File: src/rtl/mslw_pkg.sv
// Shared types and constants for the multi-slot liveness watchdog.
package mslw_pkg;

    localparam int SLOTS       = 8;
    localparam int COUNT_WIDTH = 32;
    localparam int SLOT_W      = (SLOTS > 1) ? $clog2(SLOTS) : 1;
    localparam int MISS_W      = 8;
    localparam int IDX_W       = 8;
    localparam int ID_W        = 3;
    localparam int CMD_W       = 2;

    typedef logic [COUNT_WIDTH-1:0] t_beat;
    typedef logic [MISS_W-1:0]      t_miss;
    typedef logic [SLOT_W-1:0]      t_slot;

    typedef enum logic [CMD_W-1:0] {
        CMD_CLAIM  = 2'd0,
        CMD_KICK   = 2'd1,
        CMD_ENABLE = 2'd2,
        CMD_CHECK  = 2'd3
    } t_cmd;

    typedef enum logic {
        ST_IDLE,
        ST_WALK
    } t_state;

    // Result of one slot evaluation
    typedef struct packed {
        logic  dead;
        t_miss miss_next;
    } t_eval;

    // Walk control from the sequencer to the slot storage
    typedef struct packed {
        logic  active;
        t_slot ptr;
        logic  upd_miss;
        logic  finish;
        logic  alive;
    } t_walk_ctl;

endpackage

File: src/rtl/mslw_eval.sv
// Shared slot evaluation unit: beat increment, limit compare, miss update.
module mslw_eval
    import mslw_pkg::*;
(
    input  t_beat i_beat,
    input  t_beat i_snap,
    input  t_miss i_miss,
    input  t_miss i_limit,
    output t_beat o_beat_inc,
    output t_eval o_eval
);

    t_miss miss_sat;

    assign o_beat_inc = i_beat + t_beat'(1);
    assign miss_sat   = (i_miss == '1) ? i_miss : i_miss + t_miss'(1);

    always_comb begin
        o_eval.dead      = (i_miss >= i_limit);
        o_eval.miss_next = (i_beat == i_snap) ? miss_sat : '0;
    end

endmodule

File: src/rtl/mslw_seq.sv
// Check sequencer: walks the slot pointer and tracks the first failure.
module mslw_seq
    import mslw_pkg::*;
(
    input  logic      i_clk,
    input  logic      i_rst_n,
    input  logic      i_go,
    input  logic      i_in_use,
    input  logic      i_dead,
    output t_walk_ctl o_ctl
);

    t_state r_state, n_state;
    t_slot  r_ptr,   n_ptr;
    logic   r_failed, n_failed;
    logic   hit;

    always_ff @(posedge i_clk) begin
        if (!i_rst_n) begin
            r_state  <= ST_IDLE;
            r_ptr    <= '0;
            r_failed <= 1'b0;
        end else begin
            r_state  <= n_state;
            r_ptr    <= n_ptr;
            r_failed <= n_failed;
        end
    end

    always_comb begin
        n_state  = r_state;
        n_ptr    = r_ptr;
        n_failed = r_failed;
        hit      = i_in_use && i_dead;

        o_ctl.active   = 1'b0;
        o_ctl.ptr      = r_ptr;
        o_ctl.upd_miss = 1'b0;
        o_ctl.finish   = 1'b0;
        o_ctl.alive    = !(r_failed || hit);

        case (r_state)
            ST_IDLE: begin
                if (i_go) begin
                    n_state  = ST_WALK;
                    n_ptr    = '0;
                    n_failed = 1'b0;
                end
            end
            ST_WALK: begin
                o_ctl.active   = 1'b1;
                // misses stop updating from the first dead slot on
                o_ctl.upd_miss = i_in_use && !r_failed && !i_dead;
                n_failed       = r_failed || hit;
                if (r_ptr == t_slot'(SLOTS - 1)) begin
                    o_ctl.finish = 1'b1;
                    n_state      = ST_IDLE;
                    n_ptr        = '0;
                end else begin
                    n_ptr = r_ptr + t_slot'(1);
                end
            end
            default: begin
                n_state = ST_IDLE;
            end
        endcase
    end

endmodule

File: src/rtl/multi_slot_liveness_watchdog.sv
// Top level of the multi-slot liveness watchdog: slot storage, command decode, results.
//
// Watchdog over SLOTS client slots. A command is taken when start is high and
// busy is low; its single result appears on the o_ ports for one cycle with
// o_strobe high, and the receiver must take it then. Claim, kick and enable
// finish directly: the result shows on the next cycle and busy never rises,
// so a new command can be issued every cycle. A check walks the slots one per
// cycle through the shared evaluation unit, so busy is high for the whole walk,
// and the result strobes on the cycle busy drops; a new command may be
// issued in that same cycle. The miss limit register is written through the
// i_cfg channel, which is always ready; write it only while no command is
// outstanding. Claim with no free slot returns slot 0; kick or enable with an
// index of SLOTS or more changes nothing and flags o_index_error.
module multi_slot_liveness_watchdog
    import mslw_pkg::*;
(
    input  logic              i_clk,
    input  logic              i_rst_n,
    // command channel
    input  logic              start,
    output logic              busy,
    input  logic [CMD_W-1:0]  i_cmd,
    input  logic [IDX_W-1:0]  i_slot_index,
    input  logic              i_enable,
    // results
    output logic              o_strobe,
    output logic [ID_W-1:0]   o_slot_id,
    output logic              o_index_error,
    output logic              o_all_alive,
    // miss limit register
    input  logic              i_cfg_valid,
    output logic              o_cfg_ready,
    input  logic [MISS_W-1:0] i_cfg_data
);

    // slot state
    logic  r_in_use [SLOTS];
    t_beat r_beat   [SLOTS];
    t_beat r_snap   [SLOTS];
    t_miss r_miss   [SLOTS];
    t_miss r_miss_limit;

    // result registers
    logic            r_strobe;
    logic [ID_W-1:0] r_slot_id;
    logic            r_index_error;
    logic            r_all_alive;

    t_cmd      cmd;
    logic      accept;
    logic      in_range;
    t_slot     addr;
    t_slot     free_slot;
    logic      free_found;
    t_beat     beat_inc;
    t_eval     eval;
    t_walk_ctl ctl;

    assign cmd         = t_cmd'(i_cmd);
    assign busy        = ctl.active;
    assign accept      = start && !busy;
    assign in_range    = (i_slot_index < IDX_W'(SLOTS));
    assign o_cfg_ready = 1'b1;

    // one read port: the walk pointer during a check, the command index otherwise
    assign addr = ctl.active ? ctl.ptr : i_slot_index[SLOT_W-1:0];

    // lowest free slot for claim
    always_comb begin
        free_slot  = '0;
        free_found = 1'b0;
        for (int s = SLOTS - 1; s >= 0; s--) begin
            if (!r_in_use[s]) begin
                free_slot  = t_slot'(s);
                free_found = 1'b1;
            end
        end
    end

    mslw_eval u_eval (
        .i_beat     (r_beat[addr]),
        .i_snap     (r_snap[addr]),
        .i_miss     (r_miss[addr]),
        .i_limit    (r_miss_limit),
        .o_beat_inc (beat_inc),
        .o_eval     (eval)
    );

    mslw_seq u_seq (
        .i_clk    (i_clk),
        .i_rst_n  (i_rst_n),
        .i_go     (accept && (cmd == CMD_CHECK)),
        .i_in_use (r_in_use[addr]),
        .i_dead   (eval.dead),
        .o_ctl    (ctl)
    );

    always_ff @(posedge i_clk) begin
        if (!i_rst_n) begin
            r_miss_limit <= MISS_W'(3);
        end else if (i_cfg_valid && o_cfg_ready) begin
            r_miss_limit <= i_cfg_data;
        end
    end

    // slot storage updates
    always_ff @(posedge i_clk) begin
        if (!i_rst_n) begin
            for (int s = 0; s < SLOTS; s++) begin
                r_in_use[s] <= 1'b0;
                r_beat[s]   <= '0;
                r_snap[s]   <= '0;
                r_miss[s]   <= '0;
            end
        end else if (ctl.active) begin
            r_snap[ctl.ptr] <= r_beat[ctl.ptr];
            if (ctl.upd_miss) begin
                r_miss[ctl.ptr] <= eval.miss_next;
            end
        end else if (accept) begin
            case (cmd)
                CMD_CLAIM: begin
                    if (free_found) begin
                        r_in_use[free_slot] <= 1'b1;
                        r_beat[free_slot]   <= '0;
                        r_miss[free_slot]   <= '0;
                    end
                end
                CMD_KICK: begin
                    if (in_range) begin
                        r_beat[addr] <= beat_inc;
                    end
                end
                CMD_ENABLE: begin
                    if (in_range) begin
                        r_in_use[addr] <= i_enable;
                    end
                end
                default: begin
                end
            endcase
        end
    end

    // result strobe
    always_ff @(posedge i_clk) begin
        if (!i_rst_n) begin
            r_strobe <= 1'b0;
        end else begin
            r_strobe <= ctl.finish || (accept && (cmd != CMD_CHECK));
        end
    end

    // result fields
    always_ff @(posedge i_clk) begin
        if (ctl.finish) begin
            r_slot_id     <= '0;
            r_index_error <= 1'b0;
            r_all_alive   <= ctl.alive;
        end else begin
            r_slot_id     <= '0;
            r_index_error <= 1'b0;
            r_all_alive   <= 1'b0;
            case (cmd)
                CMD_CLAIM: begin
                    r_slot_id <= free_found ? ID_W'(free_slot) : '0;
                end
                CMD_KICK, CMD_ENABLE: begin
                    r_index_error <= !in_range;
                end
                default: begin
                end
            endcase
        end
    end

    assign o_strobe      = r_strobe;
    assign o_slot_id     = r_slot_id;
    assign o_index_error = r_index_error;
    assign o_all_alive   = r_all_alive;

endmodule

File: config.mk
export PLATFORM = sky130hd
export DESIGN_NAME = multi_slot_liveness_watchdog
export DESIGN_NICKNAME = d
export VERILOG_FILES = /design/src/rtl/mslw_pkg.sv /design/src/rtl/mslw_eval.sv /design/src/rtl/mslw_seq.sv /design/src/rtl/multi_slot_liveness_watchdog.sv
export SDC_FILE = /design/constraint.sdc
export NUM_CORES = 1
export LEC_CHECK = 0
export BUFFER_PORTS_ARGS = -buffer_cell sky130_fd_sc_hd__buf_2
export CORE_MARGIN = 4
export CORE_UTILIZATION = 60
export DETAILED_ROUTE_END_ITERATION = 10
export PLACE_DENSITY_LB_ADDON = 0.08
export SLEW_MARGIN = 25
export SYNTH_ARGS = -nofsm -noshare
export SYNTH_HDL_FRONTEND = slang
export SYNTH_HIERARCHICAL = 1
export SYNTH_SLANG_ARGS = --single-unit
File: constraint.sdc
create_clock -name i_clk -period 6.6 [get_ports i_clk]
set_input_delay 0 -clock i_clk [delete_from_list [all_inputs] [get_ports i_clk]]
set_output_delay 0 -clock i_clk [all_outputs]
set_load 0.01 [all_outputs]
# After elaboration in Yosys (flattened, before gate mapping)

Memories as Yosys holds them, arrays and structs flattened. A register that Yosys moved wholly into a read port is not among the register bits.
Cells that the tools add are included.

Memory bits (writable): 584
Logic and storage cells: 131
Memory bits (read-only): 0
Latch bits: 0
Flip-flop bits (word level): 19
Memories kept: 4
Input bits: 23

Memories:

| name     | depth | width | read ports | clocked after memory_dff | wr ports | line                               | text |
|---|---|---|---|---|---|---|---|
| r_beat   | 8     | 32    | 2          | 1                        | 8        | multi_slot_liveness_watchdog.sv:38 | `t_beat r_beat [SLOTS];` |
| r_snap   | 8     | 32    | 1          | 0                        | 8        | multi_slot_liveness_watchdog.sv:39 | `t_beat r_snap [SLOTS];` |
| r_miss   | 8     | 8     | 1          | 0                        | 8        | multi_slot_liveness_watchdog.sv:40 | `t_miss r_miss [SLOTS];` |
| r_in_use | 8     | 1     | 9          | 0                        | 8        | multi_slot_liveness_watchdog.sv:37 | `logic r_in_use [SLOTS];` |

Reduce and logical (&&, ||, !) cells: 24
Multiplexer cells: 78
Div/mod/pow operators: 0
Add/sub/neg operators: 3
$mul: 0
Eq/ne operators: 8
Shifts and indexed selects: 0
Bitwise operators: 4
$lt $le $gt $ge: 2

Operator list:

| kind                                                                 | count |
|---|---|
| 32-bit two-way mux                                                   | 3 |
| 32-bit OR reduction                                                  | 3 |
| 3-bit two-way mux                                                    | 20 |
| 1-bit two-way mux                                                    | 47 |
| 32-bit by 1-bit adder with 32-bit output, second input constant      | 1 |
| 32-bit == test                                                       | 1 |
| 8-bit two-way mux                                                    | 4 |
| 8-bit OR reduction                                                   | 2 |
| 8-bit by 1-bit adder with 8-bit output, second input constant        | 1 |
| 8-bit == test, second input constant                                 | 1 |
| 8-bit greater-or-equal comparator                                    | 1 |
| 8-bit by 4-bit < comparator with 1-bit output, second input constant | 1 |
| 1-bit logical AND                                                    | 6 |
| 3-bit case mux with 2 select lines                                   | 1 |
| 1-bit zero test                                                      | 5 |
| 2-bit == test, second input constant                                 | 2 |
| 1-bit NOT                                                            | 4 |
| 1-bit case mux with 2 select lines                                   | 2 |
| 2-bit OR reduction                                                   | 2 |
| 3-bit by 1-bit adder with 3-bit output, second input constant        | 1 |
| 3-bit == test, second input constant                                 | 1 |
| 3-bit OR reduction                                                   | 1 |
| 2-bit by 1-bit == test with 1-bit output, second input constant      | 1 |
| 2-bit zero test                                                      | 1 |
| other kinds (5)                                                      | 7 |

# Depth between registers and ports, before layout

An unclocked memory read counts as a cell.

Word-level depth: 18
Gate-level depth with buffers: 17
Gate-level depth less buffers: 14

# Modules after synthesis

Netlist, hierarchy kept.

Modules (own cells, without submodules):

| module                       | cells each | area each (µm²) | instances | sequential area each (µm²) |
|---|---|---|---|---|
| multi_slot_liveness_watchdog | 1864       | 28112.0         | 1         | 17737.0 |
| mslw_eval                    | 192        | 1480.2          | 1         | 0.0 |
| mslw_seq                     | 28         | 274.0           | 1         | 100.1 |

# Worst setup path after synthesis

Ideal clock, no wire load.

Kind: register to register
Start: register u_seq.r_ptr[1]
End: memory r_miss[2][0] (netlist name), enable pin
Path slack: 1.959 ns
Clock period less this slack: 4.641 ns
Setup time: 0.384 ns
Cell stages (with the launch flop): 18
Arrival time: 4.257 ns
Data required time: 6.216 ns
Path through: dfxtp_1 clkbuf_1 mux2_2 buf_2 buf_1 mux4_2 mux2_2 inv_1 ha_1 nand2b_1 a21o_1 a211oi_1 o31ai_1 nor3_1 nand3_1 nor2_1 nor2_1 o21ai_0

RTL lines:

| what                   | line                               | text |
|---|---|---|
| start, declared        | mslw_seq.sv:14                     | `t_slot r_ptr, n_ptr;` |
| start signal, assigned | mslw_seq.sv:25                     | `r_ptr <= n_ptr;` |
| end, declared          | multi_slot_liveness_watchdog.sv:40 |  |

==> impl_summary.log <==
[metrics] mean number of vias per cell: 6.65
[metrics] number of enable flip-flop cells after synthesis: 576
[metrics] post-detailed-routing wire length: 76.7 mm
[metrics] number of instances resized during post-cts repair: 0
[metrics] die extent in y: 231 um
[metrics] count of buffers from port buffering: 29
[metrics] Setup crit start kind: register
[metrics] count of placed standard cells in the final layout, fillers left out: 2,791
[metrics] placement row count: 81
[metrics] total power density per cell area: 263 nW/um2
[metrics] LEAKAGE: 10.7 nW
[metrics] area growth from synthesis to final layout: 9.81%
[metrics] gate count after technology mapping: 2,084
[metrics] buffer count from post-CTS setup fixing: 0
[metrics] ANT cells: 0
[metrics] status: finished, final reports clean
[metrics] minimum clock period after layout: 5.55 ns
[metrics] final setup violation count: 0
[metrics] via total after detailed routing: 18,600
[metrics] Top Ports: 31
[metrics] number of hold buffers added after cts: 27
[metrics] Avg WL per Cell: 27.5 um
[metrics] Total Power Consumption: 8.63 mW
[metrics] clock-pin slew on the worst setup and hold paths: 0.06 ns
[metrics] buffer cell driving the clock tree root: sky130_fd_sc_hd__clkbuf_16
[metrics] cell area reported after detailed placement: 30,600 um2
[metrics] worst setup slack for register-to-register paths: 1.05 ns
[metrics] Worst Setup End Kind: register
[metrics] total congestion overflow after global routing: 0
[metrics] Setup WS pre-CTS: 1.02 ns
[metrics] Sinks on Clock Net: 603
[metrics] number of search-and-repair iterations in the first detailed-routing pass: 5
[metrics] class of the tightest hold or removal check: input port to register
[metrics] critical-path cell with the highest stage delay: sky130_fd_sc_hd__o21ai_0
[metrics] total of warnings raised by yosys: 6
[metrics] pin count of the biggest net entering global routing: 133
[metrics] Most used DFF post-synth: sky130_fd_sc_hd__edfxtp_1
[metrics] nets@finish: 2,120
[metrics] fraction of final layout cells sized beyond drive strength 1: 0.235
[metrics] worst hold margin: 0.0914 ns
[metrics] highest ir drop seen on vdd: 232 uV
[metrics] wire length of the first global-routing pass: 115 mm
[metrics] Clock Skews: 0.0178 ns
[metrics] highest net fanout along the worst path: 38
[metrics] post-synthesis instance area: 29,900 um2
[metrics] clock tree from TritonCTS: built
[metrics] gr usage total: 0.289
[metrics] Mapped Nets: 2,124
[metrics] Seq cells post-synth: 603
[metrics] critical path type: register to register
[metrics] total CTS buffers: 61
[metrics] highest attainable clock frequency: 0.180 GHz
[metrics] GPL Wtd Cong: 0.885
[metrics] Setup TNS: 0 ns
[metrics] die outline area: 53,400 um2
[metrics] max-slew headroom at the worst pin: 0.262
[metrics] data required time of the worst path: 6.85 ns
[metrics] effective utilization at floorplan: 0.609
[metrics] Final Instance Area: 32,800 um2
[metrics] count of H-tree levels built during CTS: 2
[metrics] die outline width: 231 um
[metrics] DRC violations left: 0
[metrics] worst-path cell chain: mux2_8 > mux4_2 > mux2_2 > inv_1 > ha_1 > nand2b_1 > a21o_1 > a211oi_1 > o31ai_1 > nor3_1 > nand3_1 > nor2_1 > a21oi_1 > o21ai_0
[metrics] max-slew violation total from the final report: 0
[metrics] latest clock arrival within the worst-skew pair: 0.63 ns
[metrics] number of antenna violations at the first check in global routing: 0
[metrics] arrival time worst endpoint: 5.80 ns
[metrics] Fin. Hold Viols: 0
[metrics] transition time at the pin with the least slew margin: 1.08 ns
[metrics] setup ws final: 1.05 ns
[metrics] post-synthesis async set-or-reset flop share: 0
[metrics] Crit path largest cell delay: 0.81 ns
[metrics] register area share after synthesis: 0.597
[metrics] final core utilization: 0.669
[metrics] per-instance average area after synthesis: 14.3 um2
[metrics] vias in the first global route: 18,600
[metrics] Max Root-Sink Buffers: 3
[metrics] max-cap violations: 0
[metrics] number of instances in the placed design: 2,654
[metrics] unrepaired setup endpoints after global routing: false
[metrics] post-route ant nets: 0
[metrics] Netlist cell types: 59
[metrics] dpl hpwl: 44.6 mm
[metrics] fraction of the cycle the final worst path needs: 0.841
[metrics] fillers: 3,544
[metrics] Starting DRT DRC Count: 2,037
[metrics] core area: 49,100 um2
==> where the power goes <==
part	internal [mW]	total (mW)	switching, mW
clock network	1.93	3.36	1.44
registers	4.31	4.37	0.0585
logic	0.370	0.894	0.523
==> routing by layer <==
| layer | share of wire | routed length, um | track usage | vias up |
|---|---|---|---|---|
| met2 | 0.48 | 37000 | 0.465 | 912 |
| met4 | 0.022 | 1660 | 0.0648 | 0 |
| met1 | 0.39 | 30100 | 0.414 | 9529 |
| met5 | 0 | 0 | 0 | - |
| met3 | 0.10 | 7890 | 0.0643 | 133 |
| li1 | - | - | - | 7999 |
==> cell families after synthesis <==
kind of cell / count (synthesis) / synth area share
and+or+nand+nor: 817 / 0.128
DFF: 603 / 0.597
muxes: 338 / 0.204
buffers and inverters: 182 / 0.0294
xor gates and xnor gates: 66 / 0.0194
AOI/OAI and AO/OA: 60 / 0.0145
adders and majority gates: 17 / 0.00712
other: 1 / 0.000126
==> cell usage after synthesis (20+ instances only) <==
library cell / count / share of area
sky130_fd_sc_hd__edfxtp_1: 576 / 0.58
sky130_fd_sc_hd__clkbuf_1: 72 / 0.0090
sky130_fd_sc_hd__nand3_1: 20 / 0.0034
sky130_fd_sc_hd__o21ai_0: 21 / 0.0035
sky130_fd_sc_hd__buf_2: 56 / 0.0094
sky130_fd_sc_hd__mux2_2: 76 / 0.029
sky130_fd_sc_hd__mux2i_1: 52 / 0.017
sky130_fd_sc_hd__mux4_2: 210 / 0.16
sky130_fd_sc_hd__xor2_1: 38 / 0.011
sky130_fd_sc_hd__nand2_1: 99 / 0.012
sky130_fd_sc_hd__nor3_1: 268 / 0.045
sky130_fd_sc_hd__dfxtp_1: 27 / 0.018
sky130_fd_sc_hd__xnor2_1: 28 / 0.0082
sky130_fd_sc_hd__nor2_1: 347 / 0.044
==> cells in the final DEF, fill, tap and decap left out, types with 13 or more instances in the layout <==
master	n
sky130_fd_sc_hd__edfxtp_1	576
sky130_fd_sc_hd__nor2_1	346
sky130_fd_sc_hd__nor3_1	268
sky130_fd_sc_hd__mux4_2	210
sky130_fd_sc_hd__nand2_1	87
sky130_fd_sc_hd__mux2_2	74
sky130_fd_sc_hd__clkbuf_16	63
sky130_fd_sc_hd__mux2i_1	43
sky130_fd_sc_hd__buf_4	38
sky130_fd_sc_hd__xor2_1	38
sky130_fd_sc_hd__buf_2	29
sky130_fd_sc_hd__xnor2_1	28
sky130_fd_sc_hd__dlygate4sd3_1	27
sky130_fd_sc_hd__dfxtp_1	24
sky130_fd_sc_hd__nand3_1	20
sky130_fd_sc_hd__inv_1	17
sky130_fd_sc_hd__nand4_1	17
sky130_fd_sc_hd__ha_1	17
sky130_fd_sc_hd__clkinv_2	13
sky130_fd_sc_hd__clkbuf_1	13
==> critical path: cells and delay by family, from the launching register on <==
family	cells	cell delay [ns]
AOI/OAI and AO/OA	5	1.62
muxes	3	1.49
and+or+nand+nor	4	0.91
DFF	1	0.80
adders and majority gates	1	0.22
buffers and inverters	1	0.09
==> final cells by class <==
| class | count | area, um2 | share of cell area |
|---|---|---|---|
| multi-input cells | 1299 | 11400 | 0.346 |
| well taps | 664 | 831 | 0.0253 |
| inverters | 17 | 63.8 | 0.00195 |
| repair buffers | 98 | 781 | 0.0238 |
| clock inverters | 34 | 292 | 0.00889 |
| clock buffers | 76 | 1630 | 0.0496 |
| flip-flops and latches | 603 | 17800 | 0.544 |
==> path summary, 6_finish.rpt <==
path	end	cells past startpoint	from
max	r_miss[0][5]	14	u_seq/r_ptr[0]
max reg2reg	r_miss[0][5]	14	u_seq/r_ptr[0]
min	r_in_use[7]	5	i_slot_index[3]
min reg2reg	u_seq/r_failed	2	u_seq/r_failed
==> state kept, by name, indices dropped and copies added, names as in the netlist <==
name and flops:
r_in_use 8, r_miss_limit 8, r_snap 256, u_seq/r_state 1
o_slot_id 3, r_miss 64, o_all_alive 1, u_seq/r_ptr 3
o_index_error 1, o_strobe 1, u_seq/r_failed 1, r_beat 256
Note: power is estimated with default switching activity, not from simulation.
